==> src/rtl/assert_macros.svh <==
// Assertion macros shared by the scheduler RTL.
// No dependencies; included by modules that carry checks.
`ifndef ASSERT_MACROS_SVH
`define ASSERT_MACROS_SVH

// Expression must hold at every clock edge outside reset.
`define ASSERT_ALWAYS(label, clk, rst_n, expr, msg) \
    label: assert property (@(posedge clk) disable iff (!(rst_n)) (expr)) \
        else $error(msg);

// Consequent must hold in the same cycle as the antecedent.
`define ASSERT_IMPLIES(label, clk, rst_n, ante, cons, msg) \
    label: assert property (@(posedge clk) disable iff (!(rst_n)) (ante) |-> (cons)) \
        else $error(msg);

// Consequent must hold in the cycle after the antecedent.
`define ASSERT_NEXT(label, clk, rst_n, ante, cons, msg) \
    label: assert property (@(posedge clk) disable iff (!(rst_n)) (ante) |=> (cons)) \
        else $error(msg);

`endif

==> src/rtl/tfws_pkg.sv <==
// Shared types and codes for the two-flow weighted scheduler.
// No dependencies; used by tfws_cell, tfws_queue and the top level.
package tfws_pkg;

    // Field widths
    localparam int ID_W     = 8;
    localparam int SLOT_W   = 16;
    localparam int WEIGHT_W = 4;
    localparam int STATUS_W = 2;

    // Command codes
    localparam logic CMD_ENQUEUE = 1'b0;
    localparam logic CMD_TICK    = 1'b1;

    // Flow codes
    localparam logic FLOW_ONE = 1'b0;
    localparam logic FLOW_TWO = 1'b1;

    // Result status codes
    localparam logic [STATUS_W-1:0] STATUS_IDLE     = 2'd0;
    localparam logic [STATUS_W-1:0] STATUS_SENT     = 2'd1;
    localparam logic [STATUS_W-1:0] STATUS_ENQUEUED = 2'd2;
    localparam logic [STATUS_W-1:0] STATUS_DROPPED  = 2'd3;

    localparam logic [WEIGHT_W-1:0] WEIGHT_RESET = 4'd2;

    // One queued packet: arrival stamp over id
    typedef struct packed {
        logic [SLOT_W-1:0] stamp;
        logic [ID_W-1:0]   id;
    } t_entry;

    // Queue occupancy flags reported to the arbiter
    typedef struct packed {
        logic empty;
        logic full;
    } t_queue_status;

endpackage

==> src/rtl/two_flow_weighted_scheduler.sv <==
// Two-flow weighted round-robin scheduler: top level, arbiter and result register.
// Depends on tfws_pkg and tfws_queue; includes assert_macros.svh.
// A result is registered at its item's transfer and appears in the cycle after it.
// Throughput: one item per cycle while the result stream is taken; each queue is
//   a chain of cells that pushes or shifts in place, without stalling.
// Reset (synchronous, active low): queues empty, turn and slot counters zero, weight 2.
`include "assert_macros.svh"

module two_flow_weighted_scheduler #(
    parameter int QUEUE_DEPTH = 16
) (
    input  logic        i_clk,
    input  logic        i_rst_n,
    // Configuration: flow one weight
    input  logic        i_cfg_we,
    input  logic [3:0]  i_cfg_wdata,
    // Input stream
    input  logic        i_s_axis_tvalid,
    output logic        o_s_axis_tready,
    input  logic [7:0]  i_s_axis_tdata,   // [7:0] packet_id
    input  logic [1:0]  i_s_axis_tuser,   // [0] command, [1] flow_select
    // Result stream
    output logic        o_m_axis_tvalid,
    input  logic        i_m_axis_tready,
    output logic [47:0] o_m_axis_tdata,   // [7:0] sent_id, [8] sent_flow,
                                          // [24:9] end_slot, [40:25] delay, rest zero
    output logic [1:0]  o_m_axis_tuser    // [1:0] status
);

    localparam int SW = tfws_pkg::SLOT_W;

    logic [tfws_pkg::WEIGHT_W-1:0] r_weight;
    logic [tfws_pkg::WEIGHT_W-1:0] r_turn;
    logic [tfws_pkg::WEIGHT_W-1:0] n_turn;
    logic [SW-1:0]                 r_slot;
    logic                          r_m_valid;
    logic [tfws_pkg::STATUS_W-1:0] r_status;
    logic [tfws_pkg::STATUS_W-1:0] n_status;
    logic [tfws_pkg::ID_W-1:0]     r_sent_id;
    logic [tfws_pkg::ID_W-1:0]     n_sent_id;
    logic                          r_sent_flow;
    logic                          n_sent_flow;
    logic [SW-1:0]                 r_end;
    logic [SW-1:0]                 n_end;
    logic [SW-1:0]                 r_delay;
    logic [SW-1:0]                 n_delay;

    logic             w_accept;
    logic             w_tick;
    logic             w_enq;
    logic             w_cmd;
    logic             w_flow;
    logic             w_favor_one;
    logic             w_pick_one;
    logic             w_pick_two;
    logic [SW-1:0]    w_slot_inc;
    tfws_pkg::t_entry w_push_data;
    tfws_pkg::t_entry w_head_one;
    tfws_pkg::t_entry w_head_two;
    tfws_pkg::t_entry w_head_sel;
    tfws_pkg::t_queue_status w_st_one;
    tfws_pkg::t_queue_status w_st_two;

    // Input decode
    assign o_s_axis_tready = !r_m_valid || i_m_axis_tready;
    assign w_accept        = i_s_axis_tvalid && o_s_axis_tready;
    assign w_cmd           = i_s_axis_tuser[0];
    assign w_flow          = i_s_axis_tuser[1];
    assign w_tick          = w_accept && (w_cmd == tfws_pkg::CMD_TICK);
    assign w_enq           = w_accept && (w_cmd == tfws_pkg::CMD_ENQUEUE);
    assign w_slot_inc      = r_slot + SW'(1);

    assign w_push_data.stamp = r_slot;
    assign w_push_data.id    = i_s_axis_tdata;

    // Per-flow queues
    tfws_queue #(.DEPTH(QUEUE_DEPTH)) u_queue_one (
        .i_clk       (i_clk),
        .i_rst_n     (i_rst_n),
        .i_push      (w_enq && (w_flow == tfws_pkg::FLOW_ONE)),
        .i_pop       (w_tick && w_pick_one),
        .i_push_data (w_push_data),
        .o_head      (w_head_one),
        .o_status    (w_st_one)
    );

    tfws_queue #(.DEPTH(QUEUE_DEPTH)) u_queue_two (
        .i_clk       (i_clk),
        .i_rst_n     (i_rst_n),
        .i_push      (w_enq && (w_flow == tfws_pkg::FLOW_TWO)),
        .i_pop       (w_tick && w_pick_two),
        .i_push_data (w_push_data),
        .o_head      (w_head_two),
        .o_status    (w_st_two)
    );

    // Weighted arbitration, work conserving
    assign w_favor_one = (r_turn < r_weight);
    assign w_pick_one  = w_favor_one ? !w_st_one.empty
                                     : (w_st_two.empty && !w_st_one.empty);
    assign w_pick_two  = w_favor_one ? (w_st_one.empty && !w_st_two.empty)
                                     : !w_st_two.empty;
    assign w_head_sel  = w_pick_two ? w_head_two : w_head_one;

    always_comb begin
        n_turn = r_turn;
        if (w_tick && w_pick_one) begin
            n_turn = w_favor_one ? (r_turn + 4'd1) : 4'd1;
        end else if (w_tick && w_pick_two) begin
            n_turn = '0;
        end
    end

    // Result fields
    always_comb begin
        n_status    = tfws_pkg::STATUS_IDLE;
        n_sent_id   = '0;
        n_sent_flow = tfws_pkg::FLOW_ONE;
        n_end       = '0;
        n_delay     = '0;
        if (w_cmd == tfws_pkg::CMD_ENQUEUE) begin
            if (w_flow == tfws_pkg::FLOW_TWO) begin
                n_status = w_st_two.full ? tfws_pkg::STATUS_DROPPED
                                         : tfws_pkg::STATUS_ENQUEUED;
            end else begin
                n_status = w_st_one.full ? tfws_pkg::STATUS_DROPPED
                                         : tfws_pkg::STATUS_ENQUEUED;
            end
        end else begin
            n_end = w_slot_inc;
            if (w_pick_one || w_pick_two) begin
                n_status    = tfws_pkg::STATUS_SENT;
                n_sent_id   = w_head_sel.id;
                n_sent_flow = w_pick_two ? tfws_pkg::FLOW_TWO : tfws_pkg::FLOW_ONE;
                n_delay     = w_slot_inc - w_head_sel.stamp;
            end
        end
    end

    // Control state
    always_ff @(posedge i_clk) begin
        if (!i_rst_n) begin
            r_weight  <= tfws_pkg::WEIGHT_RESET;
            r_turn    <= '0;
            r_slot    <= '0;
            r_m_valid <= 1'b0;
        end else begin
            if (i_cfg_we) begin
                r_weight <= i_cfg_wdata;
            end
            r_turn <= n_turn;
            if (w_tick) begin
                r_slot <= w_slot_inc;
            end
            if (w_accept) begin
                r_m_valid <= 1'b1;
            end else if (i_m_axis_tready) begin
                r_m_valid <= 1'b0;
            end
        end
    end

    // Result register
    always_ff @(posedge i_clk) begin
        if (w_accept) begin
            r_status    <= n_status;
            r_sent_id   <= n_sent_id;
            r_sent_flow <= n_sent_flow;
            r_end       <= n_end;
            r_delay     <= n_delay;
        end
    end

    assign o_m_axis_tvalid = r_m_valid;
    assign o_m_axis_tuser  = r_status;
    assign o_m_axis_tdata  = {7'd0, r_delay, r_end, r_sent_flow, r_sent_id};

    `ASSERT_IMPLIES(a_one_pick, i_clk, i_rst_n, w_tick, !(w_pick_one && w_pick_two), "both flows picked")
    `ASSERT_NEXT(a_tick_end, i_clk, i_rst_n, w_tick, r_m_valid && (r_end == $past(r_slot) + SW'(1)), "tick end slot mismatch")
    `ASSERT_NEXT(a_enq_hold, i_clk, i_rst_n, w_enq, (r_slot == $past(r_slot)) && (r_turn == $past(r_turn)), "enqueue changed schedule state")

endmodule

==> src/rtl/tfws_cell.sv <==
// One storage cell of the queue chain: loads a new entry or takes its neighbor's.
// Depends on tfws_pkg for the entry type.
module tfws_cell (
    input  logic            i_clk,
    input  logic            i_load,
    input  logic            i_shift,
    input  tfws_pkg::t_entry i_load_data,
    input  tfws_pkg::t_entry i_next_data,
    output tfws_pkg::t_entry o_data
);

    tfws_pkg::t_entry r_data;

    // Push writes this cell; pop moves the chain one step toward the head
    always_ff @(posedge i_clk) begin
        if (i_load) begin
            r_data <= i_load_data;
        end else if (i_shift) begin
            r_data <= i_next_data;
        end
    end

    assign o_data = r_data;

endmodule

==> src/rtl/tfws_queue.sv <==
// Packet FIFO built as a chain of tfws_cell; cell 0 holds the oldest entry when not empty.
// Depends on tfws_pkg and tfws_cell; includes assert_macros.svh.
`include "assert_macros.svh"

module tfws_queue #(
    parameter int DEPTH = 16
) (
    input  logic                  i_clk,
    input  logic                  i_rst_n,
    input  logic                  i_push,
    input  logic                  i_pop,
    input  tfws_pkg::t_entry      i_push_data,
    output tfws_pkg::t_entry      o_head,
    output tfws_pkg::t_queue_status o_status
);

    localparam int CW = $clog2(DEPTH + 1);

    logic [CW-1:0]    r_count;
    logic [CW-1:0]    n_count;
    tfws_pkg::t_entry w_data [DEPTH];
    logic             w_do_push;

    assign o_status.empty = (r_count == '0);
    assign o_status.full  = (r_count == CW'(DEPTH));
    assign w_do_push      = i_push && !o_status.full;

    // Cell chain: the free cell at the fill level loads, pop shifts all
    for (genvar k = 0; k < DEPTH; k++) begin : g_cell
        tfws_pkg::t_entry w_next;
        if (k == DEPTH - 1) begin : g_last
            assign w_next = '0;
        end else begin : g_mid
            assign w_next = w_data[k+1];
        end

        tfws_cell u_cell (
            .i_clk       (i_clk),
            .i_load      (w_do_push && (r_count == CW'(k))),
            .i_shift     (i_pop),
            .i_load_data (i_push_data),
            .i_next_data (w_next),
            .o_data      (w_data[k])
        );
    end

    assign o_head = w_data[0];

    // Occupancy
    always_comb begin
        n_count = r_count;
        if (w_do_push) begin
            n_count = r_count + CW'(1);
        end else if (i_pop) begin
            n_count = r_count - CW'(1);
        end
    end

    always_ff @(posedge i_clk) begin
        if (!i_rst_n) begin
            r_count <= '0;
        end else begin
            r_count <= n_count;
        end
    end

    `ASSERT_ALWAYS(a_count_bound, i_clk, i_rst_n, r_count <= CW'(DEPTH), "queue count above depth")
    `ASSERT_IMPLIES(a_pop_nonempty, i_clk, i_rst_n, i_pop, !o_status.empty && !i_push, "bad pop")
    `ASSERT_NEXT(a_full_hold, i_clk, i_rst_n, i_push && o_status.full, r_count == $past(r_count), "push into full queue changed count")

endmodule
==> config.mk <==
export PLATFORM = sky130hd
export DESIGN_NAME = two_flow_weighted_scheduler
export DESIGN_NICKNAME = d
export VERILOG_FILES = /design/src/rtl/tfws_pkg.sv /design/src/rtl/two_flow_weighted_scheduler.sv /design/src/rtl/tfws_cell.sv /design/src/rtl/tfws_queue.sv
export VERILOG_INCLUDE_DIRS = /design/src /design/src/rtl
export SDC_FILE = /design/constraint.sdc
export NUM_CORES = 1
export LEC_CHECK = 0
export ABC_CLOCK_PERIOD_IN_PS = 4600
export BUFFER_PORTS_ARGS = -buffer_cell sky130_fd_sc_hd__buf_4
export CAP_MARGIN = 20
export CORE_AREA = 5 5 252 254
export DETAILED_ROUTE_END_ITERATION = 12
export DIE_AREA = 0 0 257 259
export PLACE_DENSITY_LB_ADDON = 0.25
export SKIP_LAST_GASP = 1
export SLEW_MARGIN = 20
export SYNTH_ARGS = -nofsm -noshare
export SYNTH_HDL_FRONTEND = slang
export SYNTH_SLANG_ARGS = --single-unit
==> constraint.sdc <==
create_clock -name i_clk -period 4.6 [get_ports i_clk]
set_clock_uncertainty 0.1 [all_clocks]
set_input_delay 0.46 -clock i_clk [delete_from_list [all_inputs] [get_ports i_clk]]
set_output_delay 0.46 -clock i_clk [all_outputs]
set_load 0.05 [all_outputs]
**After elaboration in Yosys (flattened, before gate mapping)**

Cells that the tools add are included.

- Input port bits: 19
- Output and inout port bits: 52
- Logic and storage cells: 288
- Flip-flop bits (word level): 846

- Bitwise operators: 2
- Reduce and logical (&&, ||, !) cells: 89
- $add $sub $neg: 7
- Equality and inequality tests: 32
- $lt $le $gt $ge: 1
- Mux-type cells: 82

Operators with widths:

| kind | count |
|---|---|
| $mux 24 | 65 |
| $eq 5x4->1 const B | 16 |
| $reduce_bool 2->1 | 36 |
| $logic_and 1x1->1 | 43 |
| $eq 5x3->1 const B | 8 |
| $eq 5x2->1 const B | 4 |
| $mux 5 | 4 |
| $add 16x1->16 const B | 1 |
| $sub 16x16->16 | 1 |
| $mux 4 | 3 |
| $add 5x1->5 const B | 2 |
| $eq 5x1->1 const B | 2 |
| $eq 5x5->1 const B | 2 |
| $logic_not 5->1 | 2 |
| $sub 5x1->5 const B | 2 |
| $mux 1 | 9 |
| $logic_not 1->1 | 5 |
| $add 4x1->4 const B | 1 |
| $lt 4x4->1 | 1 |
| $logic_or 1x1->1 | 2 |
| $mux 2 | 1 |
| $not 1->1 | 2 |
| $reduce_and 2->1 | 1 |

**Depth between registers and ports, before layout**

- Depth after elaboration: 8
- Gate-level depth with buffers: 16
- Depth with buffers taken out: 16

**Cells and area by module**

From an unflattened synthesis, not the netlist that was laid out.

- Cell total of the unflattened synthesis: 2233
- Area, all modules: 41075.6 µm²

Modules (own cells, without submodules):

| module | instances | cells an instance | seq. area each (µm²) | area each (µm²) |
|---|---|---|---|---|
| tfws_cell | 32 | 52 | 720.7 | 1119.8 |
| two_flow_weighted_scheduler | 1 | 409 | 1791.7 | 4135.2 |
| tfws_queue | 2 | 80 | 100.1 | 553.0 |

**Worst setup path after synthesis**

Ideal clock, no wire load.

- Kind: register to register
- Start point: register r_m_valid (netlist: o_m_axis_tvalid)
- End point: register u_queue_one.g_cell[15].u_cell.r_data, in the netlist u_queue_one.g_cell[15].u_cell.o_data[0] (enable)
- Library setup time: 0.438 ns
- Path slack: 0.664 ns
- Arrival: 3.398 ns
- Period minus slack after synthesis: 3.936 ns
- Cell stages (with the launch flop): 6
- Buffers on the path: 1
- Cells stage by stage: dfxtp_1 -> nand2b_2 -> nand2_1 -> or4_1 -> clkbuf_1 -> o21ai_0

- Cells in the longest elaborated chain, start to end: 8

Ends and longest elaborated chain:

| what | RTL line | RTL |
|---|---|---|
| start, declared | two_flow_weighted_scheduler.sv:36 | `logic r_m_valid;` |
| start signal, assigned | two_flow_weighted_scheduler.sv:146 | `r_m_valid <= 1'b0;` |
| start signal, assigned | two_flow_weighted_scheduler.sv:156 | `r_m_valid <= 1'b1;` |
| start signal, assigned | two_flow_weighted_scheduler.sv:158 | `r_m_valid <= 1'b0;` |
| $logic_not 1->1 (*) | two_flow_weighted_scheduler.sv:65 | `assign o_s_axis_tready = !r_m_valid \|\| i_m_axis_tready;` |
| $logic_or 1x1->1 (*) | two_flow_weighted_scheduler.sv:65 |  |
| via o_s_axis_tready | two_flow_weighted_scheduler.sv:19 | `output logic o_s_axis_tready,` |
| $logic_and 1x1->1 (*) | two_flow_weighted_scheduler.sv:66 | `assign w_accept = i_s_axis_tvalid && o_s_axis_tready;` |
| $logic_and 1x1->1 | two_flow_weighted_scheduler.sv:70 | `assign w_enq = w_accept && (w_cmd == tfws_pkg::CMD_ENQUEUE);` |
| $logic_and 1x1->1 | two_flow_weighted_scheduler.sv:80 | `.i_push (w_enq && (w_flow == tfws_pkg::FLOW_ONE)),` |
| $logic_and 1x1->1 | tfws_queue.sv:26 | `assign w_do_push = i_push && !o_status.full;` |
| $logic_and 1x1->1 | tfws_queue.sv:39 | `.i_load (w_do_push && (r_count == CW'(k))),` |
| $reduce_bool 2->1 (no source line) (*) | -- |  |
| end signal, assigned | tfws_cell.sv:17 | `r_data <= i_load_data;` |
| end signal, assigned | tfws_cell.sv:19 | `r_data <= i_next_data;` |
| end, declared | tfws_cell.sv:12 | `tfws_pkg::t_entry r_data;` |

Mark *: on every way through the listed nets, which the timed path passes. The rest lies on a longest branch.
A chain may end at the register's enable or synchronous reset.

**Worst setup path after layout**

- Start point: register u_queue_one.r_count[0]
- End point: register r_delay[14] (data pin)

- Cells in the longest elaborated chain, start to end: 6

Ends and longest elaborated chain:

| what | RTL line | RTL |
|---|---|---|
| start, declared | tfws_queue.sv:19 | `logic [CW-1:0] r_count;` |
| start signal, assigned | tfws_queue.sv:63 | `r_count <= n_count;` |
| $logic_not 5->1 (*) | tfws_queue.sv:24 | `assign o_status.empty = (r_count == '0);` |
| parallel branches: the longest is 5 deep, another holds $sub 16x16->16 | -- |  |
| end signal, assigned | two_flow_weighted_scheduler.sv:170 | `r_delay <= n_delay;` |
| end, declared | two_flow_weighted_scheduler.sv:45 | `logic [SW-1:0] r_delay;` |

Mark *: on every way between the ends.

==> results.cfg <==
[logic_synthesis]
synth_cell_type_count = 70
ys_warn_count = 0
synth-seq-area-share_pct = 66.0
synth_top_area_share_pct = 64.1
postSynthAreaPerCell_sq_um = 16.9
synth_cells = 2248
synth_common_cells = edfxtp_1 (811), mux2_2 (545), clkbuf_1 (122)
ys_ff_latch = 846
async_flop_share_pct = 0
yosysMostFrequentCell = edfxtp_1
synth.largest_area_cell = edfxtp_1
syn_area_sq_mm = 0.0380
ys.flop_type = edfxtp_1
synth_edf_count = 811
synth_area_leaders = edfxtp_1 (64%), mux2_2 (16%), mux2_4 (4.5%)

[cells_and_area]
nFillCells = 3875
final_area_sq_mm = 0.0418
area_growth_pct = 10.2
antennaDiodeCount = 0
final_nets = 2341
drive_gt1_share_pct = 40.6
utilization_pct = 68.6
multi_input_area_sq_mm = 0.0118
seq_area_sq_mm = 0.0251

[floorplan]
coreArea_sq_mm = 0.0610
fp.dieH_microns = 259
start_util_pct = 62.2
dieArea_sq_mm = 0.0666
die_x_microns = 257
rows = 91
pin_count = 71

[power]
power_frac_seq_pct = 51.0
vdd_drop_max_uv = 292
p_clk_share_pct = 37.9
leakagePower_nw = 15.1
sw_frac_of_total_pct = 23.4
p_int_mw = 14.3
fin_total_pwr_mw = 18.7
comb_power_share_pct = 11.1
powerDensity_mw_per_mm2 = 447
switchingPower_mw = 4.37

[sta]
fin_crit_sh_pct = 92.8
finalMaxSlewViolations = 0
hold_ws_ns = 0.0368
setup_tns_ns = 0
rsz0062_at_grt = no
tightest_slew_ns = 1.03
fmax_mhz = 234
setup_violations = 0
maxSlewHeadroom_pct = 30.8
period_minus_slack_ns = 4.27
finalHoldViolations = 0

[clock_network]
post_cts.repair.setup_buffers = 0
post_cts_resized = 0
clk_path_buf_depth = 3
clock-sinks = 846
cts_buffers = 86
htreeDepth = 3
ctsHoldBuffers = 0
clk_pin_slew_ns = 0.06
clkLatencyLatePin_ns = 0.63
cts_root_buffer = clkbuf_16
cts_tree = done

[critical_path]
start_kind = flop
cp_data_required_time_ns = 4.84
worstPathMaxFanout = 18
cp.arrival_ns = 4.51
crit_type = flop to flop
endpoint_kind = flop

[route]
postRouteAntennaNets = 0
vias = 18900
drt-initial-drc-count = 1331
drt-total-wl_microns = 74300
post_drt_wl_per_cell_microns = 23.6
dr.pass1.iters = 5
post-route-drc-count = 0
via_per_inst = 6.01

[global_route]
grt_max_degree = 44
antenna_found_initial = 0
grt_pass1_vias = 19800
grt_pass1_wl_microns = 117000
gr-total-overflow = 0
grt_util_all_layers_pct = 22.3

[placed_design]
place_area_sq_mm = 0.0390
dp.final_hpwl_microns = 45700
gp_congestion = 0.877
port-buffer-count = 63

[run_status]
status = finished, final reports clean

[flow_run]
drv_cap = 0

[worst_hold_path]
hold_path.class = primary input to flop
worst paths after layout:
check                                       startpoint          end  slack (ns)  cells after the start
worst max register to register  u_queue_one.r_count[0]  r_delay[14]        0.33                     14
worst min register to register               r_turn[3]    r_turn[3]        0.41                      2
worst min-delay path                    i_cfg_wdata[0]  r_weight[0]        0.04                      3
worst max-delay path            u_queue_one.r_count[0]  r_delay[14]        0.33                     14
final cells by class:
class | instances | area share, %
Timing Repair Buffer | 139 | 2.49
Inverter | 19 | 0.170
Clock inverter | 48 | 1.28
Multi-Input combinational cell | 1195 | 28.2
Sequential cell | 846 | 59.9
Clock buffer | 110 | 5.58
Tap cell | 790 | 2.36
power groups by stage:
stage | Combinational (mW) | Clock (mW) | Sequential (mW)
after detailed placement | 2.08 | 0 | 9.70
after CTS | 2.09 | 7.17 | 9.54
after global placement | 2.01 | 0 | 9.67
after floorplan | 1.34 | 0 | 9.78
final | 2.08 | 7.08 | 9.54
after global routing | 2.25 | 7.49 | 9.58
per-stage QoR:
| stage | instances | worst slack (ns) |
|---|---|---|
| floorplan | 2254 | 0.664 |
| global placement | 2989 | 0.522 |
| detailed placement | 2989 | 0.376 |
| CTS | 3147 | 0.366 |
| global route | 3147 | 0.0740 |
| finish | 3147 | 0.332 |
placed cells by master (no fill, tap or decap), types with 6 or more instances in the layout:
cell type	n
mux2i_1	27
mux2_2	545
nand2_1	68
a21oi_1	17
clkinv_2	11
dfxtp_1	32
inv_1	18
or3_1	6
conb_1	7
clkbuf_16	89
bufinv_16	11
nor2b_1	8
ha_1	34
a21o_1	6
and2_1	27
xnor2_1	27
xor2_1	15
clkbuf_1	18
nor2_1	39
a21boi_0	10
nand2b_1	7
nand3_1	17
nand4_1	8
o21ai_0	16
clkinv_1	19
edfxtp_1	811
and3_1	59
mux2_4	113
buf_4	139
mux2_1	64
kinds of logic after synthesis:
group / synth area share [%]
adder cells (fa/ha/maj): 1.17
other: 0.00988
multiplexers: 23.2
AO/OA/AOI/OAI: 1.26
XOR/XNOR: 0.969
buffers and inverters: 3.04
flip-flops: 66.0
AND/OR/NAND/NOR: 4.30
flip-flops by register name, indices dropped and copies added, names as in the netlist, 4 cells and up:
signal	flops
r_delay	16
r_end	16
r_sent_id	8
r_slot	16
r_turn	4
r_weight	4
u_queue_one.g_cell.u_cell.o_data	384
u_queue_one.r_count	5
u_queue_two.g_cell.u_cell.o_data	384
u_queue_two.r_count	5
layer usage:
layer  routed length [microns]  global-route usage (%)  vias up  share of wire [%]
met1                     32600                    31.1     9681                 44
met5                         0                       0        -                  0
li1                          -                       -     8627                  -
met2                     36400                    37.3      452                 49
met4                      2150                    6.28        0                2.9
met3                      3150                    3.35      138                4.2
worst max-delay path, cell delays in order (launching register included):
cell,delay (ns)
dfxtp_1,0.37
inv_1,0.13
ha_1,0.33
nand3_1,0.30
a21oi_4,0.28
buf_4,0.35
mux2_2,0.41
fa_1,0.44
and3b_1,0.25
o21ai_0,0.20
o211ai_1,0.24
a31oi_1,0.16
o21ai_0,0.25
xnor2_1,0.15
nor2_1,0.05
Note: power is estimated with default switching activity, not from simulation.
